## config.mk

```make
export PLATFORM = sky130hd
export DESIGN_NAME = mstp_frame_receiver
export DESIGN_NICKNAME = d
export VERILOG_FILES = /design/src/mstp_pkg.sv /design/src/mstp_parser.sv /design/src/mstp_frame_receiver.sv
export SDC_FILE = /design/constraint.sdc
export NUM_CORES = 1
export LEC_CHECK = 0
export BUFFER_PORTS_ARGS = -buffer_cell sky130_fd_sc_hd__buf_4
export CORE_ASPECT_RATIO = 2
export CORE_MARGIN = 2
export CORE_UTILIZATION = 45
export CTS_CLUSTER_DIAMETER = 200
export DETAILED_ROUTE_END_ITERATION = 12
export PLACE_DENSITY = 0.66
export SLEW_MARGIN = 25
export SYNTH_ARGS = -nofsm -noshare
export SYNTH_HDL_FRONTEND = slang
export SYNTH_HIERARCHICAL = 1
export SYNTH_SLANG_ARGS = --single-unit
```

## constraint.sdc

```tcl
create_clock -name clk -period 11.9 [get_ports clk]
set_input_delay 1.19 -clock clk [delete_from_list [all_inputs] [get_ports clk]]
set_output_delay 1.19 -clock clk [all_outputs]
set_load 0.005 [all_outputs]
```

## src/mstp_pkg.sv

```systemverilog
// mstp_pkg: shared types, result codes and crc step functions for the ms/tp receiver
// no dependencies; imported by mstp_parser, mstp_frame_receiver, mstp_frame_checker and mstp_frame_receiver_tb
package mstp_pkg;

  typedef enum logic [2:0] {
    PH_IDLE   = 3'd0,
    PH_PRE2   = 3'd1,
    PH_HEADER = 3'd2,
    PH_HCRC   = 3'd3,
    PH_DATA   = 3'd4,
    PH_DCRC1  = 3'd5,
    PH_DCRC2  = 3'd6
  } phase_t;

  localparam logic [2:0] KIND_PAYLOAD   = 3'd0;
  localparam logic [2:0] KIND_NO_DATA   = 3'd1;
  localparam logic [2:0] KIND_FWD_DATA  = 3'd2;
  localparam logic [2:0] KIND_OTHER     = 3'd3;
  localparam logic [2:0] KIND_HDR_ERR   = 3'd4;
  localparam logic [2:0] KIND_DATA_ERR  = 3'd5;

  localparam logic [7:0]  PREAMBLE_1    = 8'h55;
  localparam logic [7:0]  PREAMBLE_2    = 8'hFF;
  localparam logic [7:0]  CRC8_INIT     = 8'hFF;
  localparam logic [7:0]  CRC8_RESIDUE  = 8'h55;
  localparam logic [15:0] CRC16_INIT    = 16'hFFFF;
  localparam logic [15:0] CRC16_RESIDUE = 16'hF0B8;
  localparam logic [7:0]  TYPE_DATA_ER  = 8'h05;
  localparam logic [7:0]  TYPE_DATA_NER = 8'h06;
  localparam logic [15:0] MAX_LEN_RESET = 16'd501;

  localparam int OUT_DATA_W = 136;

  typedef struct packed {
    logic [2:0]  kind;
    logic [7:0]  payload_byte;
    logic [15:0] payload_index;
    logic [7:0]  frame_kind;
    logic [7:0]  dest_address;
    logic [7:0]  source_address;
    logic [15:0] frame_length;
    logic [31:0] good_total;
    logic [31:0] crc_total;
    logic        bus_seen;
  } mstp_result_t;

  function automatic logic [7:0] crc8_step(input logic [7:0] data, input logic [7:0] crc);
    logic [15:0] t;
    t = {8'h00, crc ^ data};
    t = t ^ (t << 1) ^ (t << 2) ^ (t << 3) ^ (t << 4) ^ (t << 5) ^ (t << 6) ^ (t << 7);
    return (t[7:0] & 8'hFE) ^ {7'd0, t[8]};
  endfunction

  function automatic logic [15:0] crc16_step(input logic [7:0] data, input logic [15:0] crc);
    logic [15:0] lo;
    logic [15:0] lo_n;
    lo   = {8'h00, crc[7:0] ^ data};
    lo_n = lo & 16'h000F;
    return (crc >> 8) ^ (lo << 8) ^ (lo << 3) ^ (lo << 12) ^ (lo >> 4) ^ lo_n ^ (lo_n << 7);
  endfunction

endpackage

```

## src/mstp_parser.sv

```systemverilog
// mstp_parser: ms/tp receive state machine, header/data crc and frame counters
// depends on mstp_pkg; produces at most one result per accepted byte
module mstp_parser import mstp_pkg::*; #(
  parameter int LENGTH_BITS = 16
) (
  input  logic         clk,
  input  logic         rst_n,
  input  logic         byte_valid,
  input  logic [7:0]   rx_byte,
  input  logic [15:0]  max_len,
  output logic         res_valid,
  output mstp_result_t res
);

  phase_t phase_r, phase_nxt;
  logic [2:0]             hcnt_r, hcnt_nxt;
  logic [LENGTH_BITS-1:0] pcnt_r, pcnt_nxt;
  logic [7:0]             crc8_r, crc8_nxt;
  logic [15:0]            crc16_r, crc16_nxt;
  logic [31:0]            good_r, good_nxt;
  logic [31:0]            errs_r, errs_nxt;
  logic                   bus_r, bus_nxt;
  logic [7:0]             hdr_r [5];

  logic [7:0]             crc8_calc;
  logic [15:0]            crc16_calc;
  logic [15:0]            len;
  logic [LENGTH_BITS-1:0] pcnt_inc;
  logic                   is_data_type;
  logic                   len_too_big;
  logic                   hcrc_ok;

  assign crc8_calc    = crc8_step(rx_byte, crc8_r);
  assign crc16_calc   = crc16_step(rx_byte, crc16_r);
  assign len          = {hdr_r[3], hdr_r[4]};
  assign pcnt_inc     = pcnt_r + 1'b1;
  assign is_data_type = (hdr_r[0] == TYPE_DATA_ER) || (hdr_r[0] == TYPE_DATA_NER);
  assign len_too_big  = (len > max_len) || ((len >> LENGTH_BITS) != 16'd0);
  assign hcrc_ok      = (crc8_calc == CRC8_RESIDUE);

  // next phase
  always_comb begin
    phase_nxt = phase_r;
    if (byte_valid) begin
      case (phase_r)
        PH_IDLE: begin
          if (rx_byte == PREAMBLE_1) phase_nxt = PH_PRE2;
        end
        PH_PRE2: begin
          if (rx_byte == PREAMBLE_2) phase_nxt = PH_HEADER;
          else if (rx_byte != PREAMBLE_1) phase_nxt = PH_IDLE;
        end
        PH_HEADER: begin
          if (hcnt_r == 3'd4) phase_nxt = PH_HCRC;
        end
        PH_HCRC: begin
          if (hcrc_ok && (len != 16'd0) && !len_too_big) phase_nxt = PH_DATA;
          else phase_nxt = PH_IDLE;
        end
        PH_DATA: begin
          if (16'(pcnt_inc) >= len) phase_nxt = PH_DCRC1;
        end
        PH_DCRC1: phase_nxt = PH_DCRC2;
        PH_DCRC2: phase_nxt = PH_IDLE;
        default:  phase_nxt = PH_IDLE;
      endcase
    end
  end

  // datapath and result
  always_comb begin
    hcnt_nxt  = hcnt_r;
    pcnt_nxt  = pcnt_r;
    crc8_nxt  = crc8_r;
    crc16_nxt = crc16_r;
    good_nxt  = good_r;
    errs_nxt  = errs_r;
    bus_nxt   = bus_r;
    res_valid = 1'b0;
    res.kind          = KIND_PAYLOAD;
    res.payload_byte  = 8'd0;
    res.payload_index = 16'd0;
    if (byte_valid) begin
      case (phase_r)
        PH_PRE2: begin
          if (rx_byte == PREAMBLE_2) begin
            hcnt_nxt = 3'd0;
            crc8_nxt = CRC8_INIT;
          end
        end
        PH_HEADER: begin
          crc8_nxt = crc8_calc;
          hcnt_nxt = hcnt_r + 3'd1;
        end
        PH_HCRC: begin
          crc8_nxt = crc8_calc;
          if (!hcrc_ok) begin
            errs_nxt  = errs_r + 32'd1;
            res_valid = 1'b1;
            res.kind  = KIND_HDR_ERR;
          end else if (len == 16'd0) begin
            good_nxt  = good_r + 32'd1;
            bus_nxt   = 1'b1;
            res_valid = 1'b1;
            res.kind  = KIND_NO_DATA;
          end else if (!len_too_big) begin
            pcnt_nxt  = '0;
            crc16_nxt = CRC16_INIT;
          end
        end
        PH_DATA: begin
          crc16_nxt = crc16_calc;
          pcnt_nxt  = pcnt_inc;
          if (is_data_type) begin
            res_valid         = 1'b1;
            res.kind          = KIND_PAYLOAD;
            res.payload_byte  = rx_byte;
            res.payload_index = 16'(pcnt_r);
          end
        end
        PH_DCRC1: crc16_nxt = crc16_calc;
        PH_DCRC2: begin
          crc16_nxt = crc16_calc;
          res_valid = 1'b1;
          if (crc16_calc != CRC16_RESIDUE) begin
            errs_nxt = errs_r + 32'd1;
            res.kind = KIND_DATA_ERR;
          end else begin
            good_nxt = good_r + 32'd1;
            bus_nxt  = 1'b1;
            res.kind = is_data_type ? KIND_FWD_DATA : KIND_OTHER;
          end
        end
        default: ;
      endcase
    end
    res.frame_kind     = hdr_r[0];
    res.dest_address   = hdr_r[1];
    res.source_address = hdr_r[2];
    res.frame_length   = len;
    res.good_total     = good_nxt;
    res.crc_total      = errs_nxt;
    res.bus_seen       = bus_nxt;
  end

  always_ff @(posedge clk) begin
    if (!rst_n) begin
      phase_r <= PH_IDLE;
      hcnt_r  <= 3'd0;
      pcnt_r  <= '0;
      crc8_r  <= CRC8_INIT;
      crc16_r <= CRC16_INIT;
      good_r  <= 32'd0;
      errs_r  <= 32'd0;
      bus_r   <= 1'b0;
    end else begin
      phase_r <= phase_nxt;
      hcnt_r  <= hcnt_nxt;
      pcnt_r  <= pcnt_nxt;
      crc8_r  <= crc8_nxt;
      crc16_r <= crc16_nxt;
      good_r  <= good_nxt;
      errs_r  <= errs_nxt;
      bus_r   <= bus_nxt;
    end
  end

  // header bytes hold no reset value
  always_ff @(posedge clk) begin
    if (byte_valid && phase_r == PH_HEADER) hdr_r[hcnt_r] <= rx_byte;
  end

  a_payload_only_in_data: assert property (@(posedge clk) disable iff (!rst_n)
    res_valid && res.kind == KIND_PAYLOAD |-> phase_r == PH_DATA)
    else $error("payload result outside data phase");

  a_header_count_range: assert property (@(posedge clk) disable iff (!rst_n)
    phase_r == PH_HEADER |-> hcnt_r <= 3'd4)
    else $error("header count out of range");

  a_count_step: assert property (@(posedge clk) disable iff (!rst_n)
    $past(rst_n) |-> (good_r - $past(good_r)) + (errs_r - $past(errs_r)) <= 32'd1)
    else $error("frame counters moved by more than one frame");

  a_bus_seen_sticky: assert property (@(posedge clk) disable iff (!rst_n)
    bus_r |=> bus_r)
    else $error("bus seen flag dropped");

endmodule

```

## src/mstp_frame_receiver.sv

```systemverilog
// mstp_frame_receiver: top level of the ms/tp frame receiver with config register
// and two-entry output buffer; depends on mstp_pkg and mstp_parser
//
// Usage
//   in_*  : one received serial byte per transfer, in_tdata[7:0] = rx_byte.
//   out_* : result transfers. out_tuser[2:0] = result kind: payload byte,
//           good frame without data, good type 5/6 frame, good other frame,
//           header crc error, data crc error. Payload bytes of type 5/6 frames
//           stream out as they arrive; the verdict transfer that follows
//           tells the consumer to commit or drop them.
//   cfg_* : writes the maximum payload length; longer frames are dropped
//           after their header without any result. Write only while idle.
// Timing
//   one byte per cycle while in_tready is high. Each result is registered in the
//   output register, or in the skid entry if that is held; parser state and crc
//   update in one pass per byte, and the two entries let input keep flowing while
//   a result waits. If the consumer stalls, in_tready falls once both entries fill.
// Reset
//   rst_n low returns the parser to preamble hunt, clears counters and the
//   bus seen flag, empties the output buffer and loads max length 501.
module mstp_frame_receiver import mstp_pkg::*; #(
  parameter int LENGTH_BITS = 16
) (
  input  logic                  clk,
  input  logic                  rst_n,
  input  logic                  in_tvalid,
  output logic                  in_tready,
  input  logic [7:0]            in_tdata,   // [7:0] rx_byte
  output logic                  out_tvalid,
  input  logic                  out_tready,
  // [7:0] payload_byte, [23:8] payload_index, [31:24] frame_kind,
  // [39:32] dest_address, [47:40] source_address, [63:48] frame_length,
  // [95:64] good_frame_total, [127:96] crc_error_total, [128] bus_seen
  output logic [OUT_DATA_W-1:0] out_tdata,
  output logic [2:0]            out_tuser,  // [2:0] result_kind
  input  logic                  cfg_valid,
  output logic                  cfg_ready,
  input  logic [15:0]           cfg_data    // [15:0] max_payload_length
);

  logic [15:0]  max_len_r;
  logic         in_fire;
  logic         res_valid;
  mstp_result_t res;

  logic         out_v_r, out_v_nxt;
  logic         skid_v_r, skid_v_nxt;
  mstp_result_t out_r, skid_r;
  logic         pop;
  logic         push;

  assign cfg_ready = 1'b1;

  always_ff @(posedge clk) begin
    if (!rst_n) max_len_r <= MAX_LEN_RESET;
    else if (cfg_valid) max_len_r <= cfg_data;
  end

  assign in_tready = !skid_v_r;
  assign in_fire   = in_tvalid && in_tready;

  mstp_parser #(.LENGTH_BITS(LENGTH_BITS)) u_parser (
    .clk        (clk),
    .rst_n      (rst_n),
    .byte_valid (in_fire),
    .rx_byte    (in_tdata),
    .max_len    (max_len_r),
    .res_valid  (res_valid),
    .res        (res)
  );

  assign pop  = out_v_r && out_tready;
  assign push = in_fire && res_valid;

  always_comb begin
    out_v_nxt  = out_v_r;
    skid_v_nxt = skid_v_r;
    if (skid_v_r) begin
      if (pop) skid_v_nxt = 1'b0;
    end else if (push) begin
      if (out_v_r && !pop) skid_v_nxt = 1'b1;
      else out_v_nxt = 1'b1;
    end else if (pop) begin
      out_v_nxt = 1'b0;
    end
  end

  always_ff @(posedge clk) begin
    if (!rst_n) begin
      out_v_r  <= 1'b0;
      skid_v_r <= 1'b0;
    end else begin
      out_v_r  <= out_v_nxt;
      skid_v_r <= skid_v_nxt;
    end
  end

  // result payload, no reset needed
  always_ff @(posedge clk) begin
    if (skid_v_r) begin
      if (pop) out_r <= skid_r;
    end else if (push) begin
      if (out_v_r && !pop) skid_r <= res;
      else out_r <= res;
    end
  end

  assign out_tvalid = out_v_r;
  assign out_tuser  = out_r.kind;
  assign out_tdata  = {7'd0, out_r.bus_seen, out_r.crc_total, out_r.good_total,
                       out_r.frame_length, out_r.source_address, out_r.dest_address,
                       out_r.frame_kind, out_r.payload_index, out_r.payload_byte};

  a_skid_needs_out: assert property (@(posedge clk) disable iff (!rst_n)
    skid_v_r |-> out_v_r)
    else $error("skid entry held with output register empty");

  a_skid_refills: assert property (@(posedge clk) disable iff (!rst_n)
    skid_v_r && out_tready |=> out_v_r && !skid_v_r)
    else $error("skid entry not moved to output after transfer");

  a_no_push_when_full: assert property (@(posedge clk) disable iff (!rst_n)
    skid_v_r && !out_tready |=> skid_v_r && $stable(skid_r))
    else $error("skid entry changed while output stalled");

endmodule

```

Yosys cells after proc, flatten, opt, wreduce, memory -nomap -nowiden
Memory sizes are Yosys's and may differ from the RTL's.
Index checks and enable logic that the tools add are counted.
- memory bits (writable): 40
- memories: 1
- register bits: 393
- input port bits: 29
- equality and inequality tests: 25
- order comparisons: 2
- add/subtract/negate cells: 4
- bitwise logic cells: 17
- reduce and logical (&&, ||, !) cells: 30
- mux-type cells: 59
- memories (memory ; depth ; bits a word ; rd ports ; clocked after memory_dff ; write ports ; RTL line ; RTL):
    u_parser.hdr_r ; 5 ; 8 ; 5 ; 0 ; 1 ; mstp_parser.sv:23 ; logic [7:0] hdr_r [5];
- operator list (kind ; number):
    132-bit two-way mux ; 4
    32-bit two-way mux ; 7
    32-bit one-hot mux with 2 select lines ; 2
    16-bit two-way mux ; 6
    32-bit by 1-bit adder with 32-bit output (second input constant) ; 2
    16-bit one-hot mux with 2 select lines ; 2
    9-bit bitwise XOR ; 6
    24-bit two-way mux ; 2
    16-bit by 11-bit bitwise XOR with 16-bit output ; 2
    16-bit by 4-bit bitwise XOR with 16-bit output ; 2
    27-bit two-way mux ; 1
    3-bit two-way mux ; 9
    1-bit two-way mux ; 19
    3-bit one-hot mux with 6 select lines ; 1
    16-bit by 1-bit adder with 16-bit output (second input constant) ; 1
    8-bit by 3-bit equality test with 1-bit output (second input constant) ; 2
    8-bit by 7-bit equality test with 1-bit output (second input constant) ; 2
    16-bit >= comparator ; 1
    16-bit greater-than comparator ; 1
    16-bit zero test ; 1
    16-bit != test (second input constant) ; 1
    8-bit one-hot mux with 2 select lines ; 1
    16-bit nonzero test ; 1
    16-bit bitwise XOR ; 1
    other kinds (28) ; 60

Depth between registers and ports, before layout
- depth in word-level cells: 16
- depth in mapped cells: 15

By module
The synthesis kept the hierarchy.
- modules (own cells, without submodules) (module ; instances ; area each (µm²) ; cells an instance):
    mstp_frame_receiver ; 1 ; 10426.2 ; 487
    mstp_parser ; 1 ; 8390.5 ; 911

Least setup slack after synthesis
Ideal clock, no wire load.
- path type: input to register
- start point: input in_tdata[1]
- end point: register skid_r[0] (netlist bit) (enable)
- required time: 11085 ps
- arrival time: 12241 ps
- stages: 10
- slack: -1156 ps
- cell sequence: buf_2 xor2_1 xnor3_1 xnor3_2 nand2_1 nor2_1 nor2_1 o21a_1 nand3_1 nor3b_1
- longest elaborated chain between the ends: 15
- RTL lines (item ; RTL line ; RTL):
    start, declared ; mstp_frame_receiver.sv:28 ; input logic [7:0] in_tdata,
    8-bit bitwise XOR * ; mstp_pkg.sv:49 ; t = {8'h00, crc ^ data};
    8-bit by 9-bit bitwise XOR with 9-bit output ; mstp_pkg.sv:50 ; t = t ^ (t << 1) ^ (t << 2) ^ (t << 3) ^ (t << 4) ^ (t << 5) ^ (t << 6) ^ (t << 7);
    9-bit bitwise XOR (5 in a row) ; mstp_pkg.sv:50 ;
    9-bit bitwise XOR * ; mstp_pkg.sv:50 ;
    8-bit by 1-bit bitwise XOR with 8-bit output * ; mstp_pkg.sv:51 ; return (t[7:0] & 8'hFE) ^ {7'd0, t[8]};
    8-bit by 7-bit equality test with 1-bit output * ; mstp_parser.sv:39 ; assign hcrc_ok = (crc8_calc == CRC8_RESIDUE);
    1-bit two-way mux * ; mstp_parser.sv:97 ; if (!hcrc_ok) begin
    1-bit one-hot mux with 3 select lines * ; mstp_parser.sv:84 ; case (phase_r)
    1-bit two-way mux * ; mstp_parser.sv:83 ; if (byte_valid) begin
    via res_valid ; mstp_frame_receiver.sv:43 ; logic res_valid;
    1-bit logical AND * ; mstp_frame_receiver.sv:73 ; assign push = in_fire && res_valid;
    3-bit AND reduction (no source line) * ; - ;
    end signal, assigned ; mstp_frame_receiver.sv:103 ; if (out_v_r && !pop) skid_r <= res;
    end, declared ; mstp_frame_receiver.sv:48 ; mstp_result_t out_r, skid_r;
Mark *: on every way through the listed nets, which the timed path passes. The rest lies on a longest branch.
A chain may end at the register's enable or synchronous reset.

==> flow_summary.toml <==
[critical_path]
max_stage_delay_ns = 0.44
crit_arrival_ns = 4.80
timing.reg2reg.worst_path_depth = 12
required_ns = 12.18
worst-path-max-fanout = 26
ff2ff_setup_slack_ns = 7.93
setup_crit_path_kind = "in -> reg"
cp-start-kind = "primary input"
rr_startpoint = "u_parser/crc16_r[2]$_SDFFE_PN1P_"
path_cells = "buf_4, xnor2_1, xor2_1, ha_1, nand3b_1, nor4b_1, nand3_1, or3_1, nand3_2, inv_1, and4_1, xor2_1, mux2_2"
crit-reg2reg-capture = "out_tdata[109]$_DFFE_PP_"
timing.critical_path.slowest_stage_cell = "sky130_fd_sc_hd__nand3_2"
path_common_cell = "sky130_fd_sc_hd__xor2_1"
crit_path_end_kind = "register"

[floorplan]
die_area_sq_um = 43600
die_h_um = 293
floorplan.initialDensity_pct = 45.3
die_w_um = 149
fp.coreArea_sq_um = 41500
io_pins = 171
placementRows = 106

[timing]
min_period_over_period_pct = 38.0
fin_worst_skew_ns = 0.0215
report.final.setup_viol = 0
slew-limit-headroom_pct = 36.7
timing_hold_violations_final = 0
rsz_0062_raised_after_global_routing = "false"
post_route_setup_tns_ns = 0
holdWs_ns = 0.446
finalMaxSlewViolations = 0
max_freq_ghz = 0.221
setup_slack_ns = 7.38
fin_crit_ns = 4.52
tightest_slew_ns = 0.948

[routing]
drt-vias-per-instance = 5.36
wl_per_cell_um = 18.8
dr.pass1.iters = 6
drc = 0
route.vias.total = 11368
wl_mm = 39.9
drt_first_iter_violations = 686
post_drt_antenna_nets = 0

[power_and_ir_drop]
power.net_switching_uw = 600
peakVddDrop_uv = 106
total_power_uw = 2980
clkPwrFrac_pct = 43.9
cellLeakagePower_uw = 0.00810
power_switching_share_pct = 20.1
power.combinational.fraction_pct = 2.4
power.density_cell_area_nw_per_um2 = 137
power.internal_uw = 2380
seqPwrFrac_pct = 53.7

[grt]
initial_antenna_violation_count = 0
grt_start_max_net_pins = 133
wire_length_of_the_first_global_routing_pass_mm = 62.6
grt_use_total_pct = 18.1
globalRoute.totalOverflow = 0
first_global_vias = 11480

[worst_hold_path]
worst_hold_path_depth = 0
launch_point_of_the_worst_hold_path = "u_parser/hdr_r[2][0]$_DFFE_PP_"
hold_path_end = "skid_r[81]$_DFFE_PP_"
min_path_type = "reg -> reg"

[synthesis]
synth_area_per_cell_sq_um = 13.5
synthesis.yosys.warnings = 6
mappedNetlistArea_sq_um = 18800
ys_seq_area_share_pct = 62.2
synth.lib_cells_used.distinct = 69
synth_largest_area_cell = "sky130_fd_sc_hd__edfxtp_1"
synthArstFlopShare_pct = 0
syn_inst = 1398
number_of_synthesized_flops_with_an_enable_pin = 304
synth-seq-cells = 433
synth_top_cell_area_share_pct = 48.5
ys_dominant_reg_cell = "sky130_fd_sc_hd__edfxtp_1"
ys_top_cells_by_area = "sky130_fd_sc_hd__edfxtp_1 49%, sky130_fd_sc_hd__dfxtp_1 14%, sky130_fd_sc_hd__mux2_2 5.7%"

[layout]
synthToLayoutAreaGrowth_pct = 15.9
nNetsFinal = 1618
seq_area_sq_um = 11700
post_route_cells_drive_above_1_share_pct = 25.1
layoutNonFillerInstCount = 2121
num-fill-cells = 3469
multi_input_combinational_cell_area_sq_um = 6590

[cts]
worstSkewPairLatency_ns = 0.54
cts_inserted_buffers = 38
tritoncts = "built"
ctsRootBufferMaster = "sky130_fd_sc_hd__clkbuf_16"
ctsHtreeMaxLevel = 2
cts_setup_buffers = 0
clk_pin_slew_worst_paths_ns = 0.07
cts_num_sinks = 433
post_cts.resized_instances = 0
ctsHoldBuffers = 0
clk_buf_depth = 3

[placed_design]
io_buffers = 162
routabilityCongestion = 0.847
place.detailed.instances = 2051
placement.setup.worst_slack_ns = 6.30
place.detailed.hpwl_mm = 25.8

[job]
timing.max_cap.violations = 0

[outcome]
outcome = "completed"
-- cell type report --
class                           instances  share of cell area (%)
Timing Repair Buffer                  171                    6.02
Antenna cell                            1                  0.0115
Clock buffer                           44                    4.71
Sequential cell                       433                    53.7
Multi-Input combinational cell        856                    30.2
Clock inverter                         25                    1.32
Inverter                               51                   0.878
Tap cell                              540                    3.10
-- placed cells by master, fill, tap and decap left out, types with 6 or more instances in the layout --
cell type,instances
sky130_fd_sc_hd__mux2_2,95
sky130_fd_sc_hd__mux2_4,37
sky130_fd_sc_hd__a311oi_1,6
sky130_fd_sc_hd__dfxtp_1,128
sky130_fd_sc_hd__a2bb2oi_1,14
sky130_fd_sc_hd__a21o_1,18
sky130_fd_sc_hd__nor4_1,13
sky130_fd_sc_hd__nor2b_1,14
sky130_fd_sc_hd__a21oi_1,39
sky130_fd_sc_hd__xnor2_1,55
sky130_fd_sc_hd__ha_1,38
sky130_fd_sc_hd__bufinv_16,6
sky130_fd_sc_hd__nand3_1,47
sky130_fd_sc_hd__nor2_1,41
sky130_fd_sc_hd__clkinv_2,8
sky130_fd_sc_hd__edfxtp_1,304
sky130_fd_sc_hd__and2_1,92
sky130_fd_sc_hd__xor2_1,55
sky130_fd_sc_hd__inv_1,50
sky130_fd_sc_hd__clkinv_1,7
sky130_fd_sc_hd__nand4_1,24
sky130_fd_sc_hd__nand2_1,90
sky130_fd_sc_hd__clkbuf_16,40
sky130_fd_sc_hd__and3_1,19
sky130_fd_sc_hd__buf_4,168
sky130_fd_sc_hd__or3_1,7
sky130_fd_sc_hd__conb_1,8
sky130_fd_sc_hd__mux2i_1,18
sky130_fd_sc_hd__o21ai_0,20
sky130_fd_sc_hd__nor3_2,13
sky130_fd_sc_hd__nor3_1,10
-- worst max-delay path by stage --
| stage | startpoint | end | cells after the start |
|---|---|---|---|
| after floorplan | in_tdata[1] | out_tdata[0]$_DFFE_PP_ | 10 |
| after global placement | in_tdata[2] | out_tdata[109]$_DFFE_PP_ | 13 |
| after detailed placement | in_tdata[2] | out_tdata[109]$_DFFE_PP_ | 13 |
| after CTS | in_tdata[2] | out_tdata[109]$_DFFE_PP_ | 13 |
| after global routing | in_tdata[2] | out_tdata[109]$_DFFE_PP_ | 13 |
| final | in_tdata[2] | out_tdata[109]$_DFFE_PP_ | 13 |
-- state kept, by name, indices dropped and copies added (netlist names) --
register / count
u_parser/pcnt_r: 16
u_parser/errs_r: 32
u_parser/bus_r: 1
u_parser/crc8_r: 8
u_parser/hdr_r: 40
skid_v_r: 1
u_parser/hcnt_r: 3
max_len_r: 16
u_parser/crc16_r: 16
skid_r: 132
out_tuser: 3
out_tdata: 129
u_parser/phase_r: 3
out_tvalid: 1
u_parser/good_r: 32
-- per-stage QoR --
stage	util [%]	instance area, sq um
detailed placement	49.3	20500
global route	52.5	21800
floorplan	-	18800
finish	52.5	21800
global placement	49.3	20500
CTS	52.5	21800
-- metal layers --
metal,global-route usage [%],part of all wire [%],routed length (um),vias up
li1,-,-,-,5367
met1,23.6,43,17200,5600
met2,30.6,49,19500,319
met3,2.59,4.5,1790,82
met4,6.81,3.3,1310,0
met5,0,0,0,-
-- cells by family after synthesis --
group	Yosys count	share of synthesized area [%]
DFF	433	62.2
and+or+nand+nor	408	12.2
muxes	150	9.60
AOI/OAI and AO/OA	138	4.88
buffers and inverters	115	2.99
xor gates and xnor gates	114	5.57
adders and majority gates	38	2.53
other	2	0.0399
-- Yosys cell counts, types with 29 or more instances --
cell and n:
sky130_fd_sc_hd__nand3_1 48, sky130_fd_sc_hd__edfxtp_1 304, sky130_fd_sc_hd__dfxtp_1 129, sky130_fd_sc_hd__mux2_2 95, sky130_fd_sc_hd__nor2_1 42, sky130_fd_sc_hd__nand2_1 90, sky130_fd_sc_hd__and2_1 92, sky130_fd_sc_hd__inv_1 50
sky130_fd_sc_hd__xor2_1 55, sky130_fd_sc_hd__xnor2_1 55, sky130_fd_sc_hd__a21oi_1 39, sky130_fd_sc_hd__mux2_4 37, sky130_fd_sc_hd__ha_1 38, sky130_fd_sc_hd__clkbuf_1 29
-- power groups by stage --
stage / combinational (uW) / clock (uW) / sequential (uW)
5_1_grt: 78.1 / 1400 / 1600
6_report: 71.9 / 1310 / 1600
3_3_place_gp: 68.9 / 0 / 1630
2_1_floorplan: 49.4 / 0 / 1630
4_1_cts: 72.3 / 1350 / 1600
3_5_place_dp: 71.9 / 0 / 1630
-- worst max-delay path: cells and delay by family --
kind / cells / cell delay, ns
muxes: 1 / 0.27
buffers and inverters: 2 / 0.61
xor gates and xnor gates: 3 / 0.77
adders and majority gates: 1 / 0.16
and+or+nand+nor: 6 / 1.79
(Power assumes the default switching activity.)
